$ cat src/sv/canrc_pkg.sv
// ----------------------------------------------------------------------------
// canrc_pkg
// shared constants, types and the iupac complement map
// ----------------------------------------------------------------------------
package canrc_pkg;

  // read store capacity
  localparam int unsigned MAX_LEN = 64;
  localparam int unsigned AW      = (MAX_LEN > 1) ? $clog2(MAX_LEN) : 1;
  localparam int unsigned CW      = $clog2(MAX_LEN + 1);

  localparam int unsigned BYTE_W  = 8;
  localparam int unsigned ENTRY_W = 2 * BYTE_W;

  // ascii codes, upper case
  localparam logic [7:0] CH_A = 8'h41;
  localparam logic [7:0] CH_B = 8'h42;
  localparam logic [7:0] CH_C = 8'h43;
  localparam logic [7:0] CH_D = 8'h44;
  localparam logic [7:0] CH_G = 8'h47;
  localparam logic [7:0] CH_H = 8'h48;
  localparam logic [7:0] CH_K = 8'h4B;
  localparam logic [7:0] CH_M = 8'h4D;
  localparam logic [7:0] CH_N = 8'h4E;
  localparam logic [7:0] CH_R = 8'h52;
  localparam logic [7:0] CH_S = 8'h53;
  localparam logic [7:0] CH_T = 8'h54;
  localparam logic [7:0] CH_U = 8'h55;
  localparam logic [7:0] CH_V = 8'h56;
  localparam logic [7:0] CH_W = 8'h57;
  localparam logic [7:0] CH_Y = 8'h59;
  // or-ing this in gives the lower-case letter
  localparam logic [7:0] LC   = 8'h20;

  // controller to datapath commands
  typedef struct packed {
    logic wr;         // store the accepted element
    logic start;      // last element taken: reset walk index and compare flags
    logic cmp_step;   // compare pass: read one pair, advance index
    logic idx_clr;    // rewind the walk index
    logic emit_load;  // load the output register, advance index
    logic emit_ack;   // output item taken
    logic finish;     // read done: clear fill count and overflow flag
  } canrc_cmd_t;

  // datapath to controller status
  typedef struct packed {
    logic idx_last;   // walk index points at the last stored element
    logic out_last;   // item held in the output register is the last one
  } canrc_sts_t;

  // iupac complement, case-insensitive, upper-case result
  function automatic logic [7:0] iupac_comp(input logic [7:0] b);
    logic [7:0] r;
    case (b) inside
      CH_A, CH_A | LC:                     r = CH_T;
      CH_C, CH_C | LC:                     r = CH_G;
      CH_G, CH_G | LC:                     r = CH_C;
      CH_T, CH_T | LC, CH_U, CH_U | LC:    r = CH_A;
      CH_M, CH_M | LC:                     r = CH_K;
      CH_R, CH_R | LC:                     r = CH_Y;
      CH_W, CH_W | LC:                     r = CH_W;
      CH_S, CH_S | LC:                     r = CH_S;
      CH_Y, CH_Y | LC:                     r = CH_R;
      CH_K, CH_K | LC:                     r = CH_M;
      CH_V, CH_V | LC:                     r = CH_B;
      CH_H, CH_H | LC:                     r = CH_D;
      CH_D, CH_D | LC:                     r = CH_H;
      CH_B, CH_B | LC:                     r = CH_V;
      default:                             r = CH_N;
    endcase
    return r;
  endfunction

endpackage

$ cat src/sv/canrc_ram.sv
// ----------------------------------------------------------------------------
// canrc_ram
// generic ram, one write port and two registered read ports
// ----------------------------------------------------------------------------
module canrc_ram #(
  parameter int unsigned WIDTH = 8,
  parameter int unsigned DEPTH = 64
) (
  input  logic                                     clk_i,
  input  logic                                     we_i,
  input  logic [((DEPTH > 1) ? $clog2(DEPTH) : 1)-1:0] waddr_i,
  input  logic [WIDTH-1:0]                         wdata_i,
  input  logic [((DEPTH > 1) ? $clog2(DEPTH) : 1)-1:0] raddr_a_i,
  output logic [WIDTH-1:0]                         rdata_a_o,
  input  logic [((DEPTH > 1) ? $clog2(DEPTH) : 1)-1:0] raddr_b_i,
  output logic [WIDTH-1:0]                         rdata_b_o
);

  logic [WIDTH-1:0] mem_q [DEPTH];
  logic [WIDTH-1:0] rdata_a_q;
  logic [WIDTH-1:0] rdata_b_q;

  // write port and registered reads
  always_ff @(posedge clk_i) begin
    if (we_i) begin
      mem_q[waddr_i] <= wdata_i;
    end
    rdata_a_q <= mem_q[raddr_a_i];
    rdata_b_q <= mem_q[raddr_b_i];
  end

  assign rdata_a_o = rdata_a_q;
  assign rdata_b_o = rdata_b_q;

endmodule

$ cat src/sv/canrc_ctrl.sv
// ----------------------------------------------------------------------------
// canrc_ctrl
// sequencer: load, compare walk, emit walk
// ----------------------------------------------------------------------------
module canrc_ctrl (
  input  logic               clk_i,
  input  logic               rst_ni,
  input  logic               in_valid_i,
  input  logic               is_last_i,
  output logic               in_stall_o,
  input  logic               out_stall_i,
  input  canrc_pkg::canrc_sts_t sts_i,
  output canrc_pkg::canrc_cmd_t cmd_o
);
  import canrc_pkg::*;

  typedef enum logic [2:0] {
    ST_LOAD,
    ST_CMP,
    ST_DRAIN,
    ST_EMIT_RD,
    ST_EMIT_LD,
    ST_EMIT_WAIT
  } state_e;

  state_e     state_q, state_d;
  canrc_cmd_t cmd;
  logic       in_acc;

  assign in_acc = in_valid_i && (state_q == ST_LOAD);

  // next state and commands
  always_comb begin
    state_d = state_q;
    cmd     = '0;
    unique case (state_q)
      ST_LOAD: begin
        cmd.wr    = in_acc;
        cmd.start = in_acc && is_last_i;
        if (in_acc && is_last_i) begin
          state_d = ST_CMP;
        end
      end
      ST_CMP: begin
        cmd.cmp_step = 1'b1;
        if (sts_i.idx_last) begin
          state_d = ST_DRAIN;
        end
      end
      ST_DRAIN: begin
        cmd.idx_clr = 1'b1;
        state_d     = ST_EMIT_RD;
      end
      ST_EMIT_RD: begin
        state_d = ST_EMIT_LD;
      end
      ST_EMIT_LD: begin
        cmd.emit_load = 1'b1;
        state_d       = ST_EMIT_WAIT;
      end
      ST_EMIT_WAIT: begin
        cmd.emit_ack = !out_stall_i;
        if (!out_stall_i) begin
          if (sts_i.out_last) begin
            cmd.finish = 1'b1;
            state_d    = ST_LOAD;
          end else begin
            state_d = ST_EMIT_LD;
          end
        end
      end
      default: begin
        state_d = ST_LOAD;
      end
    endcase
  end

  // state register
  always_ff @(posedge clk_i or negedge rst_ni) begin
    if (!rst_ni) begin
      state_q <= ST_LOAD;
    end else begin
      state_q <= state_d;
    end
  end

  assign in_stall_o = (state_q != ST_LOAD);
  assign cmd_o      = cmd;

endmodule

$ cat src/sv/canrc_dp.sv
// ----------------------------------------------------------------------------
// canrc_dp
// read store, walk index, lexicographic compare and output register
// ----------------------------------------------------------------------------
module canrc_dp (
  input  logic                  clk_i,
  input  logic                  rst_ni,
  input  logic                  cfg_we_i,
  input  logic                  cfg_wdata_i,
  input  logic [7:0]            base_char_i,
  input  logic [7:0]            quality_char_i,
  input  canrc_pkg::canrc_cmd_t cmd_i,
  output canrc_pkg::canrc_sts_t sts_o,
  output logic                  out_valid_o,
  output logic [7:0]            out_base_o,
  output logic [7:0]            out_quality_o,
  output logic                  out_last_o,
  output logic                  was_flipped_o,
  output logic                  overflowed_o
);
  import canrc_pkg::*;

  logic              mode_q;
  logic [CW-1:0]     fill_q;
  logic              ovf_q;
  logic [CW-1:0]     idx_q;
  logic              flip_q;
  logic              decided_q;
  logic              cmp_vld_q;
  logic              out_valid_q;
  logic [7:0]        out_base_q;
  logic [7:0]        out_qual_q;
  logic              out_last_q;
  logic              out_flip_q;
  logic              out_ovf_q;

  logic              full;
  logic              idx_last;
  logic [CW-1:0]     mirror;
  logic [ENTRY_W-1:0] rd_fwd;
  logic [ENTRY_W-1:0] rd_rev;
  logic [7:0]        fwd_base;
  logic [7:0]        rev_comp;

  assign full     = (fill_q == CW'(MAX_LEN));
  assign idx_last = (idx_q == (fill_q - CW'(1)));
  // mirrored position n-1-i
  assign mirror   = fill_q - CW'(1) - idx_q;

  // element store: port a walks forwards, port b backwards
  canrc_ram #(
    .WIDTH (ENTRY_W),
    .DEPTH (MAX_LEN)
  ) u_store (
    .clk_i     (clk_i),
    .we_i      (cmd_i.wr && !full),
    .waddr_i   (fill_q[AW-1:0]),
    .wdata_i   ({base_char_i, quality_char_i}),
    .raddr_a_i (idx_q[AW-1:0]),
    .rdata_a_o (rd_fwd),
    .raddr_b_i (mirror[AW-1:0]),
    .rdata_b_o (rd_rev)
  );

  assign fwd_base = rd_fwd[ENTRY_W-1:BYTE_W];
  assign rev_comp = iupac_comp(rd_rev[ENTRY_W-1:BYTE_W]);

  // control registers
  always_ff @(posedge clk_i or negedge rst_ni) begin
    if (!rst_ni) begin
      mode_q      <= 1'b1;
      fill_q      <= '0;
      ovf_q       <= 1'b0;
      idx_q       <= '0;
      flip_q      <= 1'b1;
      decided_q   <= 1'b0;
      cmp_vld_q   <= 1'b0;
      out_valid_q <= 1'b0;
    end else begin
      if (cfg_we_i) begin
        mode_q <= cfg_wdata_i;
      end

      // fill count and overflow flag
      if (cmd_i.wr) begin
        if (full) begin
          ovf_q <= 1'b1;
        end else begin
          fill_q <= fill_q + CW'(1);
        end
      end else if (cmd_i.finish) begin
        fill_q <= '0;
        ovf_q  <= 1'b0;
      end

      // walk index
      if (cmd_i.start || cmd_i.idx_clr) begin
        idx_q <= '0;
      end else if (cmd_i.cmp_step || cmd_i.emit_load) begin
        idx_q <= idx_q + CW'(1);
      end

      // in canonical mode the first differing byte decides the orientation
      cmp_vld_q <= cmd_i.cmp_step;
      if (cmd_i.start) begin
        flip_q    <= 1'b1;
        decided_q <= 1'b0;
      end else if (cmp_vld_q && mode_q && !decided_q && (fwd_base != rev_comp)) begin
        decided_q <= 1'b1;
        flip_q    <= (fwd_base > rev_comp);
      end

      // output valid
      if (cmd_i.emit_load) begin
        out_valid_q <= 1'b1;
      end else if (cmd_i.emit_ack) begin
        out_valid_q <= 1'b0;
      end
    end
  end

  // output payload
  always_ff @(posedge clk_i) begin
    if (cmd_i.emit_load) begin
      out_base_q <= flip_q ? rev_comp : fwd_base;
      out_qual_q <= flip_q ? rd_rev[BYTE_W-1:0] : rd_fwd[BYTE_W-1:0];
      out_last_q <= idx_last;
      out_flip_q <= flip_q;
      out_ovf_q  <= ovf_q;
    end
  end

  assign sts_o.idx_last = idx_last;
  assign sts_o.out_last = out_last_q;

  assign out_valid_o   = out_valid_q;
  assign out_base_o    = out_base_q;
  assign out_quality_o = out_qual_q;
  assign out_last_o    = out_last_q;
  assign was_flipped_o = out_flip_q;
  assign overflowed_o  = out_ovf_q;

endmodule

$ cat src/sv/canonical_reverse_complement_core.sv
// ----------------------------------------------------------------------------
// canonical_reverse_complement_core
// stores a read with its quality bytes and emits its iupac reverse complement, or, in
// canonical_mode, the read or its complement, whichever is canonical
// ----------------------------------------------------------------------------
//
//   channel | signals                                              | direction
//   --------+------------------------------------------------------+----------
//   input   | in_valid_i, in_stall_o, base/quality/is_last         | in
//   output  | out_valid_o, out_stall_i, base/quality/last/flip/ovf | out
//   config  | cfg_we_i, cfg_wdata_i (canonical_mode)               | in
//
// loading takes an item whenever the input is open; the last item closes the
// input until the final result of the read has been taken, and the cycle after
// that it opens. for a read: a compare walk (one pair a cycle through the two
// read ports of the store), a rewind, a store read, then per result a store
// read into the output register and a handshake. reset sets canonical_mode
// to 1; output stalls hold the result.
//
module canonical_reverse_complement_core (
  input  logic       clk_i,
  input  logic       rst_ni,
  input  logic       cfg_we_i,
  input  logic       cfg_wdata_i,
  input  logic       in_valid_i,
  output logic       in_stall_o,
  input  logic [7:0] base_char_i,
  input  logic [7:0] quality_char_i,
  input  logic       is_last_i,
  output logic       out_valid_o,
  input  logic       out_stall_i,
  output logic [7:0] out_base_o,
  output logic [7:0] out_quality_o,
  output logic       out_last_o,
  output logic       was_flipped_o,
  output logic       overflowed_o
);
  import canrc_pkg::*;

  canrc_cmd_t cmd;
  canrc_sts_t sts;

  // sequencer
  canrc_ctrl u_ctrl (
    .clk_i       (clk_i),
    .rst_ni      (rst_ni),
    .in_valid_i  (in_valid_i),
    .is_last_i   (is_last_i),
    .in_stall_o  (in_stall_o),
    .out_stall_i (out_stall_i),
    .sts_i       (sts),
    .cmd_o       (cmd)
  );

  // store, compare and output register
  canrc_dp u_dp (
    .clk_i          (clk_i),
    .rst_ni         (rst_ni),
    .cfg_we_i       (cfg_we_i),
    .cfg_wdata_i    (cfg_wdata_i),
    .base_char_i    (base_char_i),
    .quality_char_i (quality_char_i),
    .cmd_i          (cmd),
    .sts_o          (sts),
    .out_valid_o    (out_valid_o),
    .out_base_o     (out_base_o),
    .out_quality_o  (out_quality_o),
    .out_last_o     (out_last_o),
    .was_flipped_o  (was_flipped_o),
    .overflowed_o   (overflowed_o)
  );

endmodule

$ cat config.mk
export PLATFORM = sky130hd
export DESIGN_NAME = canonical_reverse_complement_core
export DESIGN_NICKNAME = d
export VERILOG_FILES = /design/src/sv/canrc_pkg.sv /design/src/sv/canrc_ram.sv /design/src/sv/canrc_ctrl.sv /design/src/sv/canrc_dp.sv /design/src/sv/canonical_reverse_complement_core.sv
export SDC_FILE = /design/constraint.sdc
export NUM_CORES = 1
export LEC_CHECK = 0
export ABC_CLOCK_PERIOD_IN_PS = 4700
export BUFFER_PORTS_ARGS = -buffer_cell sky130_fd_sc_hd__buf_2
export CORE_MARGIN = 8
export CORE_UTILIZATION = 32
export CTS_BUF_LIST = sky130_fd_sc_hd__clkbuf_4 sky130_fd_sc_hd__clkbuf_8
export CTS_CLUSTER_SIZE = 14
export DETAILED_ROUTE_END_ITERATION = 8
export SETUP_SLACK_MARGIN = 0.5
export SYNTH_ARGS = -nofsm -noshare
export SYNTH_HDL_FRONTEND = slang
export SYNTH_SLANG_ARGS = --single-unit
$ cat constraint.sdc
create_clock -name clk_i -period 4.7 [get_ports clk_i]
set_clock_uncertainty 0.2 [all_clocks]
set_input_delay 1.41 -clock clk_i [delete_from_list [all_inputs] [get_ports clk_i]]
set_output_delay 1.41 -clock clk_i [all_outputs]
set_load 0.05 [all_outputs]
==> results of run 1 <==
[per-layer routing]
layer	track usage	up-vias	routed length, um
met5	0	-	0
met4	0.0720	0	6390
met3	0.0473	245	14000
met2	0.279	1587	71700
met1	0.224	14900	58700
li1	-	10900	-
[worst paths after layout]
kind                                        endpoint  slack, ns  cells after the start
hold / removal                     u_dp.overflowed_o       0.27                      0
setup / recovery           u_dp.u_store.rdata_b_o[1]       0.59                     12
min in group asynchronous             u_dp.decided_q       0.32                      1
max in group asynchronous             u_dp.fill_q[1]       3.55                      1
setup reg to reg           u_dp.u_store.rdata_b_o[1]       0.59                     12
hold reg to reg                    u_dp.overflowed_o       0.27                      0
[logic make-up after synthesis]
family | Yosys count
xor+xnor | 20
buf+inv | 199
mux | 788
flops | 1097
fa+ha+maj | 14
compound gates | 91
simple gates | 246
[repair_timing]
action,CTS,global route
endpoints found under the setup margin,13,12
gates resized for setup,14,14
buffers inserted,2,2
pin swaps,1,0
cloned,0,2
[worst max-delay path, cell delays in order (launching register included)]
cell     delay, ns
dfrtp_2       0.44
inv_1         0.07
ha_1          0.27
inv_1         0.09
fa_4          0.83
buf_12        0.21
buf_4         0.25
buf_4         0.20
mux4_2        0.50
mux2i_1       0.17
mux2i_1       0.15
mux2i_1       0.43
mux2i_1       0.15
[per-stage QoR]
stage	cell area, um2	util
after floorplan	50300	-
after global placement	53900	0.345
after detailed placement	53900	0.345
after CTS	57400	0.368
after global routing	57600	0.368
final	57600	0.369
[registers in the layout (all words and copies together), names as in the netlist]
signal and count:
u_dp.overflowed_o 1, u_dp.fill_q 7, u_dp.out_base_o 8, u_dp.flip_q 1, u_dp.ovf_q 1, u_dp.u_store.rdata_a_o 16, u_dp.u_store.mem_q 1024, u_dp.out_valid_o 1
u_dp.out_quality_o 8, u_dp.mode_q 1, u_ctrl.state_q 3, u_dp.cmp_vld_q 1, u_dp.u_store.rdata_b_o 15, u_dp.idx_q 7, u_dp.out_last_o 1, u_dp.was_flipped_o 1
u_dp.decided_q 1
[final cells by class]
type	count	area (um2)
Antenna cell	5	12.5
Clock buffer	224	2760
Clock inverter	88	642
Fill cell	14000	98600
Inverter	16	62.6
Multi-Input combinational cell	1159	17200
Sequential cell	1097	32500
Tap cell	2058	2570
Timing Repair Buffer	206	1790
[cells in the final DEF, fill, tap and decap left out, types with 6 or more instances in the layout]
cell / instances
xor2_1: 9
a221o_1: 10
o21ai_0: 14
nor2_1: 44
clkinv_1: 38
nand2_1: 74
nor2b_1: 11
nand3b_1: 7
buf_12: 21
inv_8: 8
clkinv_2: 23
a211oi_1: 6
clkinvlp_4: 6
clkbuf_8: 173
dfrtp_1: 16
ha_1: 12
a21oi_1: 15
and3_1: 12
edfxtp_1: 1043
clkbuf_4: 51
nand3_1: 12
mux2i_2: 12
mux2i_1: 210
a31oi_1: 17
mux2_2: 12
inv_1: 14
nor3_1: 7
dfxtp_1: 31
mux4_2: 550
a22o_1: 10
xnor2_1: 8
nor2_2: 52
bufinv_16: 6
buf_2: 43
buf_4: 135
==> results.md, run 1 <==
- Status: finished, final reports clean
- Worst setup path start: u_dp.fill_q[1]
- Vias in the first global route: 28,500
- Post-synth EDFFs: 1,043
- Hold_ws: 0.266 ns
- Synth area leader: edfxtp_1
- Grt ovf: 0
- Post-synthesis xor/xnor area fraction: 0.00348
- RSZ-0062 raised after global routing: true
- CTS tree: yes
- Worst r2r src: u_dp.fill_q[1]
- Die Y: 413 um
- Drt pass-1 iters: 5
- Worst Tran Pin Value: 1.33 ns
- Yosys reg bits: 1,097
- Crit Path Max Fanout: 9
- Cell row count: 145
- DRC: 0
- Port buffer count: 43
- CTS max path bufs: 3
- Clock root buffer: clkbuf_8
- Clock Latency Late Sink: 0.88 ns
- Worst EP arrival: 4.64 ns
- Chip width: 413 um
- GPL Wtd Cong: 0.822
- Worst Slack Setup Final: 0.592 ns
- Post-Synth Simple-Gate Area: 0.0220
- Avg Cell Area, Syn: 20.5 um2
- Critical path startpoint category: flip-flop
- Setup TNS: 0 ns
- Post-synth top area share: 0.622
- ANT nets after route: 0
- Max_slew headroom: 0.115
- Sequential area share after synthesis: 0.646
- Setup crit end kind: flip-flop
- Library cells used by synthesis: 55
- Post-synthesis compound-gate area fraction: 0.0128
- Async set-or-reset flop fraction in the synthesized netlist: 0.0210
- H-Tree Depth: 4
- Final Setup Violations: 0
- Synth area leaders: edfxtp_1 (62%), mux4_2 (25%), mux2i_1 (4.5%), dfxtp_1 (1.2%), dfrtp_1 (1.0%)
- Initial DRC Count: 3,134
- Num CTS Buffers: 170
- Mux share of post-synthesis cell area: 0.294
- Antenna violations before repair: 11
- Setup CP Type: flip-flop to flip-flop
- First-pass GRT wire length: 213 mm
- Clock slew at reported path FFs: 0.07 ns
- Top-count cell post-synth: edfxtp_1
- Area Growth Syn to Fin: 14.4%
- Hold_buf cts: 0
- Adder-cell share of the synthesized area: 0.00363
- Max Slew Vio Count: 0
- Total track usage: 0.174
- Final Net Count: 2,687
- Detail Placement HPWL: 90.3 mm
- HP Class: flip-flop to flip-flop
- Post-Syn Area: 50,300 um2
- Crit path time final: 4.11 ns
- Share of cells above drive strength 1: 0.405
- Synth cell count leaders: edfxtp_1 (1,043), mux4_2 (550), mux2i_1 (226)
- Post-Synthesis Net Count: 2,492
- Syn Inst Count: 2,455
- Core Footprint: 156,000 um2
- Largest net degree at the start of global routing: 130
- Ys Warns: 0
- Largest family of logic cells by synthesized area: multiplexers
- Crit share post-route: 0.874
- Worst slack, placed: -0.101 ns
- Fmax: 243 MHz
- Io pins: 44
- Synth Flop Type: edfxtp_1
- CP required: 5.24 ns
- Die ar.: 170,000 um2
- Drt total wl: 151 mm
- Max Cap Viol: 0
- DR vias: 27,600
- Starting Density: 0.322
- Dpl cells: 4,530
- Via/cell ratio: 5.69
- Fin. Hold Viols: 0
- Clock sinks: 1,097
- Routed length per instance: 31.1 um
- Hold_sp: u_dp.ovf_q
- Cell Count, Final, Fillers Out: 4,853
Power of run 1 is left out: the tool's default activity adds up to more than one toggle a clock period on the data nets, which glitch-free logic cannot reach.
==> inputs of run 2 (changes only) <==
- RECOVER_POWER: not set -> 25
==> run 2 against run 1 <==
The flow now finishes with violations (max-capacitance violations, max-slew violations). Sequential share of layout area is essentially flat. Critical endpoint is now u_dp.u_store.rdata_b_o[5]. Clock-buffer cell count is the same. Die area is the same. Highest routed layer unchanged. Non-clock buffer count is the same. First-iteration DRC count grew 2.2%. Worst setup slack lost 0.037 ns. Global-route usage is the same.
==> results.md, run 2 (synthesis results as in run 1) <==
- Status: finished, violations left
- Violated checks: max-capacitance violations, max-slew violations
- Worst setup path start: u_dp.fill_q[1]
- CP required: 5.24 ns
- Fin. Hold Viols: 0
- DR vias: 27,600
- Worst EP arrival: 4.69 ns
- Core Footprint: 156,000 um2
- Num CTS Buffers: 170
- Initial DRC Count: 3,204
- Crit Path Max Fanout: 21
- Final Setup Violations: 0
- Area of the multi-input gates: 17,200 um2
- Clock slew at reported path FFs: 0.07 ns
- Io pins: 44
- Worst r2r src: u_dp.fill_q[1]
- H-Tree Depth: 4
- Drt pass-1 iters: 5
- Critical path startpoint category: flip-flop
- Fillers: 14,100
- Starting Density: 0.322
- Die ar.: 170,000 um2
- Detail Placement HPWL: 90.3 mm
- Area Growth Syn to Fin: 14.3%
- Clock sinks: 1,097
- Fmax: 241 MHz
- GPL Wtd Cong: 0.822
- Hold_ws: 0.273 ns
- Largest net degree at the start of global routing: 130
- Port buffer count: 43
- CTS max path bufs: 3
- Chip width: 413 um
- Most flops, register: u_dp.u_store.mem_q
- Crit path time final: 4.14 ns
- Cell row count: 145
- Die Y: 413 um
- ANT nets after route: 0
- Number of flip-flops under the largest register name: 1,024
- Vias in the first global route: 28,500
- First-pass GRT wire length: 213 mm
- Most used cells in the layout excluding fill and tap cells: edfxtp_1 (1,043), mux4_2 (550), mux2i_1 (210), clkbuf_8 (173), buf_4 (130)
- Max Slew Vio Count: 746
- Most common cell after layout, fill and taps aside: edfxtp_1
- Total track usage: 0.174
- RSZ-0062 raised after global routing: true
- M3 GR Usage: 0.0473
- Via/cell ratio: 5.68
- Crit share post-route: 0.882
- Clock root buffer: clkbuf_8
- Met1 usage: 0.224
- Share of cells above drive strength 1: 0.395
- Storage element area: 32,500 um2
- HP Class: flip-flop to flip-flop
- Worst Tran Pin Value: 3.09 ns
- Antenna violations before repair: 9
- Grt ovf: 0
- Clock Latency Late Sink: 0.88 ns
- Setup CP Type: flip-flop to flip-flop
- Max_slew headroom: -1.06
- Final Net Count: 2,687
- Drt total wl: 151 mm
- Hold_sp: u_dp.ovf_q
- Hold_buf cts: 0
- CTS tree: yes
- Max Cap Viol: 15
- Setup crit end kind: flip-flop
- Grt peak-use layer: met2
- Met2 GRT Util: 0.279
- DRC: 0
- Routed length per instance: 31.1 um
## run 2: cell types whose count changed in the layout (fill, tap and decap cells not counted), sizes merged
cell / before / now
clkbuf: 226 / 246
diode: 5 / 6
buf: 204 / 184
## run 2: final timing paths
path                                              to  slack (ns)  cells after the start
setup / recovery           u_dp.u_store.rdata_b_o[5]        0.56                     11
hold / removal                     u_dp.overflowed_o        0.27                      0
setup reg to reg           u_dp.u_store.rdata_b_o[5]        0.56                     11
hold reg to reg                    u_dp.overflowed_o        0.27                      0
max in group asynchronous              u_dp.idx_q[1]        2.71                      1
min in group asynchronous             u_dp.decided_q        0.62                      1
## run 2: worst max-delay path, stage by stage (launching register included)
cell	delay [ns]
dfrtp_2	0.44
inv_1	0.07
ha_1	0.27
inv_1	0.08
fa_4	0.83
buf_12	0.21
buf_12	0.23
mux4_2	0.53
mux2i_1	0.38
mux2i_1	0.18
mux2i_2	0.42
mux2i_1	0.13
## run 2: timing repair
action,CTS,global route
endpoints found under the hold margin,0,0
setup endpoints to repair,13,12
gates resized for setup,14,14
buffers inserted,2,2
pin swaps,1,0
gates cloned,0,2
## run 2: layout make-up
class                   count  area share
clock buffers             224      0.0480
flip-flops and latches   1097       0.565
inverters                  16     0.00109
well taps                2058      0.0448
multi-input cells        1159       0.299
diodes                      6    0.000261
repair buffers            206      0.0305
clock inverters            88      0.0112
## run 2: metrics by stage
step           std cells  worst slack, ns  setup TNS, ns  utilization  area [um2]
5_1_grt             4850            0.464              0        0.368       57500
3_5_place_dp        4530           -0.101         -0.101        0.345       53900
3_3_place_gp        4530           -0.141         -0.141        0.345       53900
2_1_floorplan       2455            0.774              0            -       50300
4_1_cts             4844            0.464              0        0.368       57400
6_report            4854            0.555              0        0.368       57500
## run 2: metal layers
| metal | wire length (um) | vias to the layer above | share of wire |
|---|---|---|---|
| li1 | - | 10900 | - |
| met1 | 58800 | 14900 | 0.39 |
| met2 | 71900 | 1532 | 0.48 |
| met3 | 13800 | 239 | 0.091 |
| met4 | 6360 | 0 | 0.042 |
| met5 | 0 | - | 0 |
Power of run 2 is left out for the same reason.
